File: src/rtl/arc_pkg.sv
package arc_pkg;

    // Cache geometry.
    localparam int CACHE_ENTRIES = 128;
    localparam int ADDR_W        = (CACHE_ENTRIES > 1) ? $clog2(CACHE_ENTRIES) : 1;
    localparam int CNT_W         = $clog2(CACHE_ENTRIES + 1);
    localparam int COUNT_OUT_W   = 8;

    // Field widths.
    localparam int MAC_W     = 48;
    localparam int IP_W      = 32;
    localparam int CFG_W     = 48;
    localparam int CFG_IDX_W = 1;

    // Command queue between the front and the back.
    localparam int QUEUE_DEPTH = 2;
    localparam int QPTR_W      = (QUEUE_DEPTH > 1) ? $clog2(QUEUE_DEPTH) : 1;
    localparam int QCNT_W      = $clog2(QUEUE_DEPTH + 1);

    // Configuration register indexes.
    localparam logic [CFG_IDX_W-1:0] REG_OWN_IP  = 1'b0;
    localparam logic [CFG_IDX_W-1:0] REG_OWN_MAC = 1'b1;

    // Input command codes.
    localparam logic COMMAND_RX      = 1'b0;
    localparam logic COMMAND_RESOLVE = 1'b1;

    // ARP header values, network order.
    localparam logic [15:0] MIN_LENGTH = 16'd28;
    localparam logic [15:0] HW_ETHERNET = 16'h0001;
    localparam logic [15:0] PROTO_IPV4  = 16'h0800;
    localparam logic [7:0]  HW_LEN_ETH  = 8'd6;
    localparam logic [7:0]  PROTO_LEN_IP = 8'd4;
    localparam logic [15:0] OP_REQUEST  = 16'd1;
    localparam logic [15:0] OP_REPLY    = 16'd2;

    localparam logic [MAC_W-1:0] MAC_BCAST = {MAC_W{1'b1}};

    // Result action codes.
    localparam logic [1:0] ACT_NONE    = 2'd0;
    localparam logic [1:0] ACT_REPLY   = 2'd1;
    localparam logic [1:0] ACT_REQUEST = 2'd2;

    // Opcode of a sent frame.
    localparam logic [1:0] FOP_NONE    = 2'd0;
    localparam logic [1:0] FOP_REQUEST = 2'd1;
    localparam logic [1:0] FOP_REPLY   = 2'd2;

    // Work handed from the front to the back.
    typedef enum logic [1:0] {
        CMD_NONE,
        CMD_REPLY,
        CMD_LEARN,
        CMD_RESOLVE
    } cmd_kind_t;

    typedef struct packed {
        cmd_kind_t        kind;
        logic [MAC_W-1:0] mac;
        logic [IP_W-1:0]  ip;
    } cmd_t;

    typedef struct packed {
        logic [1:0]       action;
        logic [1:0]       frame_opcode;
        logic [MAC_W-1:0] dst_mac;
        logic [IP_W-1:0]  dst_ip;
        logic             lookup_hit;
        logic [MAC_W-1:0] lookup_mac;
    } res_t;

    typedef struct packed {
        logic [IP_W-1:0]  ip;
        logic [MAC_W-1:0] mac;
    } entry_t;

    function automatic res_t res_none();
        res_t r;
        r = '0;
        r.action       = ACT_NONE;
        r.frame_opcode = FOP_NONE;
        return r;
    endfunction

    function automatic res_t res_reply(logic [MAC_W-1:0] mac, logic [IP_W-1:0] ip);
        res_t r;
        r = '0;
        r.action       = ACT_REPLY;
        r.frame_opcode = FOP_REPLY;
        r.dst_mac      = mac;
        r.dst_ip       = ip;
        return r;
    endfunction

    function automatic res_t res_miss(logic [IP_W-1:0] ip);
        res_t r;
        r = '0;
        r.action       = ACT_REQUEST;
        r.frame_opcode = FOP_REQUEST;
        r.dst_mac      = MAC_BCAST;
        r.dst_ip       = ip;
        r.lookup_hit   = 1'b0;
        r.lookup_mac   = MAC_BCAST;
        return r;
    endfunction

    function automatic res_t res_hit(logic [MAC_W-1:0] mac);
        res_t r;
        r = '0;
        r.lookup_hit = 1'b1;
        r.lookup_mac = mac;
        return r;
    endfunction

endpackage

File: src/rtl/arc_front.sv
module arc_front import arc_pkg::*; (
    input  logic                 aclk,
    input  logic                 aresetn,
    input  logic                 cfg_we,
    input  logic [CFG_IDX_W-1:0] cfg_index,
    input  logic [CFG_W-1:0]     cfg_wdata,
    input  logic                 s_valid,
    output logic                 s_ready,
    input  logic                 s_command,
    input  logic [15:0]          s_frame_length,
    input  logic [15:0]          s_hw_type,
    input  logic [15:0]          s_proto_type,
    input  logic [7:0]           s_hw_len,
    input  logic [7:0]           s_proto_len,
    input  logic [15:0]          s_opcode,
    input  logic [MAC_W-1:0]     s_sender_mac,
    input  logic [IP_W-1:0]      s_sender_ip,
    input  logic [IP_W-1:0]      s_target_ip,
    input  logic [IP_W-1:0]      s_query_ip,
    output logic                 q_valid,
    output cmd_t                 q_cmd,
    input  logic                 q_ready
);

    logic [IP_W-1:0] own_ip_reg;
    logic            hold_valid_reg;
    cmd_t            hold_cmd_reg;
    cmd_t            cmd_next;
    logic            msg_ok;
    logic            accept;

    // A message counts only with a sane header aimed at this station.
    assign msg_ok = (s_frame_length >= MIN_LENGTH) && (s_hw_type == HW_ETHERNET) &&
                    (s_proto_type == PROTO_IPV4) && (s_hw_len == HW_LEN_ETH) &&
                    (s_proto_len == PROTO_LEN_IP) && (s_target_ip == own_ip_reg);

    always_comb begin
        cmd_next.mac  = s_sender_mac;
        cmd_next.ip   = s_sender_ip;
        cmd_next.kind = CMD_NONE;
        if (s_command == COMMAND_RESOLVE) begin
            cmd_next.kind = CMD_RESOLVE;
            cmd_next.ip   = s_query_ip;
        end else if (msg_ok && s_opcode == OP_REQUEST) begin
            cmd_next.kind = CMD_REPLY;
        end else if (msg_ok && s_opcode == OP_REPLY) begin
            cmd_next.kind = CMD_LEARN;
        end
    end

    assign s_ready = !hold_valid_reg || q_ready;
    assign accept  = s_valid && s_ready;
    assign q_valid = hold_valid_reg;
    assign q_cmd   = hold_cmd_reg;

    always_ff @(posedge aclk) begin
        if (!aresetn) begin
            own_ip_reg     <= '0;
            hold_valid_reg <= 1'b0;
        end else begin
            if (cfg_we && cfg_index == REG_OWN_IP) begin
                own_ip_reg <= cfg_wdata[IP_W-1:0];
            end
            if (accept) begin
                hold_valid_reg <= 1'b1;
            end else if (q_ready) begin
                hold_valid_reg <= 1'b0;
            end
        end
    end

    always_ff @(posedge aclk) begin
        if (accept) begin
            hold_cmd_reg <= cmd_next;
        end
    end

endmodule

File: config.mk
export PLATFORM = sky130hd
export DESIGN_NAME = arc_front
export DESIGN_NICKNAME = d
export VERILOG_FILES = /design/src/rtl/arc_pkg.sv /design/src/rtl/arc_front.sv
export SDC_FILE = /design/constraint.sdc
export NUM_CORES = 1
export LEC_CHECK = 0
export BUFFER_PORTS_ARGS = -buffer_cell sky130_fd_sc_hd__buf_4
export CORE_AREA = 2 2 140 142
export DETAILED_ROUTE_END_ITERATION = 12
export DIE_AREA = 0 0 142 144
export PLACE_DENSITY = 0.64
export SYNTH_ARGS = -nofsm -noshare
export SYNTH_HDL_FRONTEND = slang
export SYNTH_SLANG_ARGS = --single-unit
export TNS_END_PERCENT = 100
File: constraint.sdc
create_clock -name aclk -period 2.5 [get_ports aclk]
set_input_delay 0.125 -clock aclk [delete_from_list [all_inputs] [get_ports aclk]]
set_output_delay 0.125 -clock aclk [all_outputs]
set_load 0.02 [all_outputs]
==> flow_metrics.py <==
metrics = {
    "die": {
        "die_h_um": 144,
        "core.rowCount": 51,
        "die_area_um2": 20400,
        "start_util": 0.246,
        "core_area_um2": 19100,
        "die_w_um": 142,
        "pin_count": 363,
    },
    "sta": {
        "fin_crit_sh": 0.783,
        "whs_ns": 0.0197,
        "relSlewSlack": 0.590,
        "fin_worst_skew_ns": 0.00690,
        "hold_viol_final": 0,
        "drv_slew": 0,
        "finalCriticalPeriod_ns": 1.96,
        "setup_viol": 0,
        "rsz0062_at_grt": "no",
        "worst_slew_pin_slew_ns": 0.615,
        "fmax_mhz": 511,
        "setup-tns-final_ns": 0,
    },
    "synthesis": {
        "yosys-top-cells-area": "edfxtp_1, dfxtp_1, mux2_2, nand2_1, a21boi_1",
        "synth_cell_type_count": 36,
        "syn_inst": 347,
        "ys_seq_area_frac": 0.666,
        "yosys_warnings": 0,
        "synth_nets": 626,
        "synth_top_area_frac": 0.525,
        "synth_seq_cells": 115,
        "yosysTopAreaCell": "edfxtp_1",
        "syn_area_um2": 4690,
        "syn-mean-instance-area_um2": 13.5,
    },
    "critical_path": {
        "cp_cell_sequence": "and2b_1, a2111oi_1, nand4_1, or4_1, o31ai_1",
        "start_kind": "flip-flop",
        "worstSetupEndpointType": "flip-flop",
        "critPathArrivalTime_ns": 2.20,
        "crit_path_max_fanout": 3,
        "slowest_stage": "or4_1",
        "cp_slowest_stage_delay_ns": 0.56,
        "critPathRequiredTime_ns": 2.74,
        "critPathKind": "reg -> reg",
    },
    "place": {
        "io_buffers": 344,
        "place.gp.congestion": 0.737,
        "hpwl_um": 12600,
    },
    "drt": {
        "drt-total-wl_um": 17100,
        "drt_iter0_drc": 124,
        "antenna_left": 0,
        "vias": 4559,
        "wl_per_cell_um": 16.0,
        "via_per_inst": 4.26,
        "drc": 0,
        "drt_pass1_iterations": 6,
    },
    "clock_network": {
        "clock-root-buffer": "clkbuf_16",
        "cts.sinks": 115,
        "clk_path_buf_depth": 2,
        "clk_pin_slew_ns": 0.06,
        "cts-resized-gates": 0,
        "cts_tree": "done",
        "cts_inserted_buffers": 17,
        "clk_latency_ns": 0.41,
        "cts_max_level": 4,
    },
    "grt": {
        "grt_pass1_vias": 4531,
        "antenna_found_initial": 1,
        "track_usage": 0.160,
        "grt_pass1_wl_um": 24200,
        "overflow": 0,
        "grt_max_degree": 35,
    },
    "worst_hold_path": {
        "min_path_type": "in -> reg",
    },
    "layout": {
        "final_cell_mix": "buf_4, dlygate4sd3_1, edfxtp_1, nand2_1, dfxtp_1",
        "syn_to_final_growth_pct": 99.9,
        "layout-drive-gt1-share": 0.507,
        "seq_area_um2": 3120,
        "largest_reg_flops": 82,
        "multiInputGateArea_um2": 1480,
        "final_common_cell": "buf_4",
        "nets": 1096,
        "nFillCells": 1707,
    },
    "pwr": {
        "clkPwrFrac": 0.454,
        "p_leak_nw": 4.01,
        "vdd_drop_max_v": 0.000430,
        "seqPwrFrac": 0.382,
        "internal_power_mw": 4.37,
        "p_comb_frac": 0.165,
        "power_density_nw_per_um2": 618,
        "swShare": 0.245,
        "switchingPower_mw": 1.42,
    },
    "job": {
        "cap_violations": 0,
    },
    "outcome": {
        "status": "finished clean",
    },
}
[Yosys cell counts (all sizes together)]
| library cell | n |
|---|---|
| nand2b | 2 |
| nor4 | 13 |
| edfxtp | 82 |
| a2111oi | 2 |
| inv | 10 |
| xor2 | 8 |
| or4 | 4 |
| a221o | 1 |
| and2b | 2 |
| nand4 | 7 |
| nor2b | 3 |
| and3 | 1 |
| a211oi | 1 |
| and2 | 1 |
| o22ai | 1 |
| nand3 | 2 |
| a21boi | 33 |
| xnor2 | 16 |
| nor2 | 1 |
| nand3b | 2 |
| clkbuf | 14 |
| nand2 | 65 |
| o221ai | 1 |
| mux2 | 32 |
| dfxtp | 33 |
| o31ai | 2 |
| nor4b | 5 |
| a22oi | 1 |
| a2bb2oi | 1 |
| or3 | 1 |
[power groups by stage]
| stage | Clock, mW | Sequential (mW) | Combinational (mW) |
|---|---|---|---|
| finish | 2.63 | 2.21 | 0.954 |
| global route | 2.78 | 2.22 | 1.02 |
| CTS | 2.70 | 2.21 | 0.960 |
| detailed placement | 0 | 2.25 | 0.803 |
| global placement | 0 | 2.25 | 0.796 |
| floorplan | 0 | 2.36 | 0.182 |
[through the flow]
stage	cell area, um2	std cells	utilization	setup WS [ns]	power (mW)
floorplan	4690	347	-	0.381	2.54
global placement	7600	922	0.398	0.440	3.04
detailed placement	7600	922	0.398	0.446	3.05
CTS	9380	1068	0.491	0.516	5.87
global route	9380	1069	0.492	0.433	6.02
finish	9380	1069	0.492	0.542	5.80
[metal layers]
layer  part of all wire  vias up  GRT usage
li1                   -     2213          -
met1               0.36     2127      0.166
met2               0.55      201      0.304
met3              0.075       18     0.0513
met4              0.013        0     0.0521
met5                  0        -          0
[worst max-delay path: cells and delay by family (launching register included)]
family,cells,cell delay [ns]
DFF,1,0.35
AOI/OAI and AO/OA,2,0.54
and+or+nand+nor,3,0.90
[layout make-up]
cell class,count,share of cell area
well taps,238,0.0318
clock inverters,15,0.0221
repair buffers,465,0.405
diodes,1,0.000267
inverters,10,0.00400
clock buffers,17,0.0454
multi-input cells,208,0.158
flip-flops and latches,115,0.333
[logic make-up after synthesis]
family | share of synthesized area
AOI/OAI and AO/OA | 0.0718
buffers and inverters | 0.0192
and+or+nand+nor | 0.122
xor gates and xnor gates | 0.0448
DFF | 0.666
muxes | 0.0768
[path summary, 6_finish.rpt]
path / startpoint / slack [ns] / cells after the start / to
setup / recovery: own_ip_reg[4] / 0.54 / 5 / q_cmd[80]
hold / removal: s_query_ip[1] / 0.02 / 2 / q_cmd[1]
setup reg to reg: own_ip_reg[4] / 0.54 / 5 / q_cmd[80]
hold reg to reg: own_ip_reg[0] / 0.45 / 2 / own_ip_reg[0]
[timing repair]
| action | 4_1_cts | 5_1_grt |
|---|---|---|
| hold buffers | 114 | 0 |
| setup buffers | 0 | 0 |
| endpoints found under the hold margin | 98 | 0 |
| setup endpoints to repair | 0 | 0 |
Power figures use the tool's default switching activity.
