==> config.mk <==
export PLATFORM = sky130hd
export DESIGN_NAME = arc_queue
export DESIGN_NICKNAME = d
export VERILOG_FILES = /design/src/rtl/arc_pkg.sv /design/src/rtl/arc_queue.sv
export SDC_FILE = /design/constraint.sdc
export NUM_CORES = 1
export LEC_CHECK = 0
export ABC_CLOCK_PERIOD_IN_PS = 6400
export BUFFER_PORTS_ARGS = -buffer_cell sky130_fd_sc_hd__buf_2
export CAP_MARGIN = 20
export CORE_MARGIN = 2
export CORE_UTILIZATION = 55
export DETAILED_ROUTE_END_ITERATION = 7
export PLACE_DENSITY_LB_ADDON = 0.1
export SLEW_MARGIN = 15
export SYNTH_ARGS = -nofsm -noshare
export SYNTH_HDL_FRONTEND = slang
export SYNTH_SLANG_ARGS = --single-unit
==> constraint.sdc <==
create_clock -name aclk -period 6.4 [get_ports aclk]
set_input_delay 0 -clock aclk [delete_from_list [all_inputs] [get_ports aclk]]
set_output_delay 0 -clock aclk [all_outputs]
set_load 0.01 [all_outputs]
==> src/rtl/arc_pkg.sv <==
package arc_pkg;

    // Cache geometry.
    localparam int CACHE_ENTRIES = 128;
    localparam int ADDR_W        = (CACHE_ENTRIES > 1) ? $clog2(CACHE_ENTRIES) : 1;
    localparam int CNT_W         = $clog2(CACHE_ENTRIES + 1);
    localparam int COUNT_OUT_W   = 8;

    // Field widths.
    localparam int MAC_W     = 48;
    localparam int IP_W      = 32;
    localparam int CFG_W     = 48;
    localparam int CFG_IDX_W = 1;

    // Command queue between the front and the back.
    localparam int QUEUE_DEPTH = 2;
    localparam int QPTR_W      = (QUEUE_DEPTH > 1) ? $clog2(QUEUE_DEPTH) : 1;
    localparam int QCNT_W      = $clog2(QUEUE_DEPTH + 1);

    // Configuration register indexes.
    localparam logic [CFG_IDX_W-1:0] REG_OWN_IP  = 1'b0;
    localparam logic [CFG_IDX_W-1:0] REG_OWN_MAC = 1'b1;

    // Input command codes.
    localparam logic COMMAND_RX      = 1'b0;
    localparam logic COMMAND_RESOLVE = 1'b1;

    // ARP header values, network order.
    localparam logic [15:0] MIN_LENGTH = 16'd28;
    localparam logic [15:0] HW_ETHERNET = 16'h0001;
    localparam logic [15:0] PROTO_IPV4  = 16'h0800;
    localparam logic [7:0]  HW_LEN_ETH  = 8'd6;
    localparam logic [7:0]  PROTO_LEN_IP = 8'd4;
    localparam logic [15:0] OP_REQUEST  = 16'd1;
    localparam logic [15:0] OP_REPLY    = 16'd2;

    localparam logic [MAC_W-1:0] MAC_BCAST = {MAC_W{1'b1}};

    // Result action codes.
    localparam logic [1:0] ACT_NONE    = 2'd0;
    localparam logic [1:0] ACT_REPLY   = 2'd1;
    localparam logic [1:0] ACT_REQUEST = 2'd2;

    // Opcode of a sent frame.
    localparam logic [1:0] FOP_NONE    = 2'd0;
    localparam logic [1:0] FOP_REQUEST = 2'd1;
    localparam logic [1:0] FOP_REPLY   = 2'd2;

    // Work handed from the front to the back.
    typedef enum logic [1:0] {
        CMD_NONE,
        CMD_REPLY,
        CMD_LEARN,
        CMD_RESOLVE
    } cmd_kind_t;

    typedef struct packed {
        cmd_kind_t        kind;
        logic [MAC_W-1:0] mac;
        logic [IP_W-1:0]  ip;
    } cmd_t;

    typedef struct packed {
        logic [1:0]       action;
        logic [1:0]       frame_opcode;
        logic [MAC_W-1:0] dst_mac;
        logic [IP_W-1:0]  dst_ip;
        logic             lookup_hit;
        logic [MAC_W-1:0] lookup_mac;
    } res_t;

    typedef struct packed {
        logic [IP_W-1:0]  ip;
        logic [MAC_W-1:0] mac;
    } entry_t;

    function automatic res_t res_none();
        res_t r;
        r = '0;
        r.action       = ACT_NONE;
        r.frame_opcode = FOP_NONE;
        return r;
    endfunction

    function automatic res_t res_reply(logic [MAC_W-1:0] mac, logic [IP_W-1:0] ip);
        res_t r;
        r = '0;
        r.action       = ACT_REPLY;
        r.frame_opcode = FOP_REPLY;
        r.dst_mac      = mac;
        r.dst_ip       = ip;
        return r;
    endfunction

    function automatic res_t res_miss(logic [IP_W-1:0] ip);
        res_t r;
        r = '0;
        r.action       = ACT_REQUEST;
        r.frame_opcode = FOP_REQUEST;
        r.dst_mac      = MAC_BCAST;
        r.dst_ip       = ip;
        r.lookup_hit   = 1'b0;
        r.lookup_mac   = MAC_BCAST;
        return r;
    endfunction

    function automatic res_t res_hit(logic [MAC_W-1:0] mac);
        res_t r;
        r = '0;
        r.lookup_hit = 1'b1;
        r.lookup_mac = mac;
        return r;
    endfunction

endpackage

==> src/rtl/arc_queue.sv <==
module arc_queue import arc_pkg::*; (
    input  logic aclk,
    input  logic aresetn,
    input  logic in_valid,
    input  cmd_t in_cmd,
    output logic in_ready,
    output logic out_valid,
    output cmd_t out_cmd,
    input  logic out_pop
);

    cmd_t              slots_reg [QUEUE_DEPTH];
    logic [QPTR_W-1:0] wr_ptr_reg;
    logic [QPTR_W-1:0] rd_ptr_reg;
    logic [QCNT_W-1:0] fill_reg;
    logic              push;
    logic              pop;

    assign in_ready  = fill_reg != QCNT_W'(QUEUE_DEPTH);
    assign out_valid = fill_reg != '0;
    assign out_cmd   = slots_reg[rd_ptr_reg];
    assign push      = in_valid && in_ready;
    assign pop       = out_pop && out_valid;

    function automatic logic [QPTR_W-1:0] wrap_inc(logic [QPTR_W-1:0] p);
        return (p == QPTR_W'(QUEUE_DEPTH - 1)) ? '0 : p + 1'b1;
    endfunction

    always_ff @(posedge aclk) begin
        if (!aresetn) begin
            wr_ptr_reg <= '0;
            rd_ptr_reg <= '0;
            fill_reg   <= '0;
        end else begin
            if (push) begin
                wr_ptr_reg <= wrap_inc(wr_ptr_reg);
            end
            if (pop) begin
                rd_ptr_reg <= wrap_inc(rd_ptr_reg);
            end
            if (push && !pop) begin
                fill_reg <= fill_reg + 1'b1;
            end else if (pop && !push) begin
                fill_reg <= fill_reg - 1'b1;
            end
        end
    end

    always_ff @(posedge aclk) begin
        if (push) begin
            slots_reg[wr_ptr_reg] <= in_cmd;
        end
    end

endmodule

==> impl_metrics.py <==
metrics = {
    "setup_path": {
        "crit_path_end_kind": "primary output",
        "worstSetupPathType": "flop to primary output",
        "crit_arrival_ns": 1.97,
        "path_max_fanout": 61,
        "critPathRequiredTime_ns": 6.40,
        "worst_r2r_path_cells": 3,
        "worstSetupStartpointType": "flop",
    },
    "power_and_ir_drop": {
        "totalPowerFinal_w": 0.00311,
        "cellPowerDensity_nw_per_um2": 362,
        "power.switching_w": 0.000799,
        "p_int_w": 0.00231,
        "cellLeakagePower_nw": 3.25,
        "power_frac_clock_pct": 29.4,
        "maximum_vdd_drop_v": 0.000222,
        "switching_share_pct": 25.7,
        "power.sequential.fraction_pct": 46.3,
        "power.share.combinational_pct": 24.3,
    },
    "floorplan": {
        "die_boundary_width_um": 110,
        "start_util_pct": 56.5,
        "num_rows": 38,
        "design.core.area_um2": 10900,
        "chipHeight_um": 110,
        "floorplan.die_area_um2": 12100,
        "io-pin-count": 170,
    },
    "synthesis": {
        "syn_area_um2": 6160,
        "syn_nets": 366,
        "seq_area_frac_synth_pct": 81.6,
        "syn-mean-instance-area_um2": 22.1,
        "yosys.cell_types.count": 20,
        "netlist_instances": 279,
        "ys.warnings.count": 0,
        "yosys_register_bits": 169,
    },
    "drt": {
        "via_per_inst": 4.99,
        "routedWlPerCell_um": 16.6,
        "count_of_vias_placed_by_the_detailed_router": 3484,
        "post-route-drc-count": 0,
        "routed_wl_mm": 11.6,
        "detailedRoute.firstIterationViolations": 142,
        "dr.pass1.iters": 4,
        "drt.antenna.violating_nets": 0,
    },
    "outcome": {
        "outcome": "finished, final reports clean",
    },
    "sta": {
        "hold_slack_ns": 0.207,
        "report.final.setup_viol": 0,
        "grt_setup_unrepaired": "no",
        "maxSlewHeadroom_pct": 65.0,
        "final_critical_path_setup_slack_ns": 4.43,
        "layout_worst_path_cycle_share_pct": 30.7,
        "clock_period_minus_final_worst_setup_slack_ns": 1.97,
        "layout_skew_ns": 0.0128,
        "maxClockFrequency_ghz": 0.509,
        "setup_tns_ns": 0,
        "timing_worst_slew_pin_value_ns": 0.525,
        "drv_slew": 0,
        "final_hold_viol_count": 0,
    },
    "global_routing": {
        "global_route_total_usage_across_every_layer_pct": 19.5,
        "grt_start_max_net_pins": 83,
        "global_route_congestion_overflow_total": 0,
        "antenna_found_initial": 0,
        "grt_pass1_wl_mm": 17.0,
        "via_count_of_the_first_global_routing_pass": 3662,
    },
    "placement": {
        "gpl.final_weighted_congestion": 0.712,
        "placement.io_buffers": 169,
        "placement.cell_area_um2": 7160,
        "dp.final_hpwl_mm": 6.64,
        "dpl_worst_slack_ns": 4.38,
    },
    "clock_network": {
        "setup_bufs_post_cts": 0,
        "post_cts.resized_instances": 0,
        "cts.reportedPaths.clkPinSlew_ns": 0.06,
        "cts-buffers-inserted": 17,
        "htree_num_levels": 4,
        "tritoncts_num_sinks": 169,
        "tritoncts": "built",
        "clk_root_buffer_cell": "sky130_fd_sc_hd__clkbuf_8",
        "cts-hold-fix-buffers": 86,
        "clkLatencyLatePin_ns": 0.51,
        "clk_path_buf_depth": 2,
    },
    "final_layout": {
        "design_area_um2": 8600,
        "fin_nets": 635,
        "antenna_cells": 0,
        "largest_reg_flops": 164,
        "area_delta_synth_final_pct": 39.7,
        "post_route_cells_drive_above_1_share_pct": 51.4,
    },
    "flow_run": {
        "timing.max_cap.violations": 0,
    },
    "worst_hold_path": {
        "worstHoldPathType": "primary input to flop",
        "whs_path_depth": 2,
    },
}
-- layout by cell type, fill, tap and decap left out --
cell                            instances
sky130_fd_sc_hd__ha_1                   1
sky130_fd_sc_hd__clkbuf_1               2
sky130_fd_sc_hd__a21boi_1               1
sky130_fd_sc_hd__mux2_2                82
sky130_fd_sc_hd__or2_2                  1
sky130_fd_sc_hd__clkinvlp_4             3
sky130_fd_sc_hd__clkbuf_8               1
sky130_fd_sc_hd__edfxtp_1             164
sky130_fd_sc_hd__or3_1                  1
sky130_fd_sc_hd__nand3b_1               1
sky130_fd_sc_hd__clkinv_2               5
sky130_fd_sc_hd__buf_2                169
sky130_fd_sc_hd__dfxtp_1                4
sky130_fd_sc_hd__a21boi_0               1
sky130_fd_sc_hd__xnor2_1                2
sky130_fd_sc_hd__nand2b_4               1
sky130_fd_sc_hd__clkbuf_16             16
sky130_fd_sc_hd__and2_1                 4
sky130_fd_sc_hd__buf_16                 3
sky130_fd_sc_hd__o21ai_0                1
sky130_fd_sc_hd__dfxtp_4                1
sky130_fd_sc_hd__buf_4                  1
sky130_fd_sc_hd__a21bo_2                1
sky130_fd_sc_hd__o21ai_1                1
sky130_fd_sc_hd__dlygate4sd3_1         86
sky130_fd_sc_hd__and3_4                 1
sky130_fd_sc_hd__xor2_1                 1
sky130_fd_sc_hd__bufinv_16              2
sky130_fd_sc_hd__clkinv_1               1
-- cell type report --
| type | instances | area, um2 |
|---|---|---|
| fill | 621 | 2290 |
| inverter | 1 | 5.00 |
| tap | 140 | 175 |
| timing repair buffer | 259 | 1800 |
| clock inverter | 10 | 106 |
| sequential | 169 | 5030 |
| clock buffer | 19 | 422 |
| multi-input combinational | 100 | 1070 |
-- worst paths after layout --
check | end | slack [ns] | start
worst max-delay path | out_cmd[13] | 4.43 | flop
worst min-delay path | slots_reg[1][19] | 0.21 | in_cmd[19]
worst max register to register | slots_reg[1][53] | 4.57 | fill_reg[0]
worst min register to register | fill_reg[1] | 0.57 | fill_reg[1]
-- logic make-up (layout without fill, tap and decap cells) --
| group | after synthesis | count (layout) | synth area share [%] |
|---|---|---|---|
| adder cells (fa/ha/maj) | 1 | 1 | 0.203 |
| flip-flops | 169 | 169 | 81.6 |
| XOR/XNOR | 3 | 3 | 0.427 |
| buffers and inverters | 10 | 289 | 1.12 |
| AO/OA/AOI/OAI | 5 | 5 | 0.569 |
| AND/OR/NAND/NOR | 9 | 9 | 1.06 |
| multiplexers | 82 | 82 | 15.0 |
-- synthesized netlist by cell type --
| cell type | instances | share of area [%] |
|---|---|---|
| sky130_fd_sc_hd__a21bo_2 | 1 | 0.16 |
| sky130_fd_sc_hd__and2_1 | 4 | 0.41 |
| sky130_fd_sc_hd__dfxtp_1 | 5 | 1.6 |
| sky130_fd_sc_hd__ha_1 | 1 | 0.20 |
| sky130_fd_sc_hd__xor2_1 | 1 | 0.14 |
| sky130_fd_sc_hd__buf_4 | 8 | 0.98 |
| sky130_fd_sc_hd__or3_1 | 1 | 0.10 |
| sky130_fd_sc_hd__buf_2 | 1 | 0.081 |
| sky130_fd_sc_hd__nand2b_4 | 1 | 0.22 |
| sky130_fd_sc_hd__mux2_2 | 82 | 15 |
| sky130_fd_sc_hd__o21ai_0 | 1 | 0.081 |
| sky130_fd_sc_hd__inv_1 | 1 | 0.061 |
| sky130_fd_sc_hd__o21ai_1 | 1 | 0.081 |
| sky130_fd_sc_hd__xnor2_1 | 2 | 0.28 |
| sky130_fd_sc_hd__or2_2 | 1 | 0.10 |
| sky130_fd_sc_hd__edfxtp_1 | 164 | 80 |
| sky130_fd_sc_hd__and3_1 | 1 | 0.10 |
| sky130_fd_sc_hd__a21boi_0 | 1 | 0.12 |
| sky130_fd_sc_hd__nand3b_1 | 1 | 0.12 |
| sky130_fd_sc_hd__a21boi_1 | 1 | 0.12 |
-- per-stage QoR --
step | util [%] | cells
after floorplan | - | 279
after global placement | 65.5 | 580
after detailed placement | 65.7 | 581
after CTS | 78.5 | 696
after global routing | 79.0 | 698
final | 79.0 | 698
-- power groups by stage --
stage | Combinational, W | Clock [W] | Sequential [W]
finish | 0.000757 | 0.000916 | 0.00144
global route | 0.000819 | 0.000984 | 0.00146
CTS | 0.000692 | 0.000937 | 0.00150
detailed placement | 0.000644 | 0 | 0.00152
global placement | 0.000634 | 0 | 0.00151
floorplan | 0.000471 | 0 | 0.00144
-- critical path: stages (launching register included) --
cell and delay (ns):
sky130_fd_sc_hd__dfxtp_4 0.55, sky130_fd_sc_hd__buf_16 0.33, sky130_fd_sc_hd__mux2_2 0.39, sky130_fd_sc_hd__buf_2 0.14
-- metal layers --
layer | vias up | share of wire [%] | GRT usage [%]
met5 | - | 0 | 0
met4 | 0 | 2.0 | 8.14
li1 | 1650 | - | -
met2 | 138 | 52 | 33.7
met1 | 1677 | 38 | 21.8
met3 | 19 | 7.0 | 7.11
(Power assumes the default switching activity.)
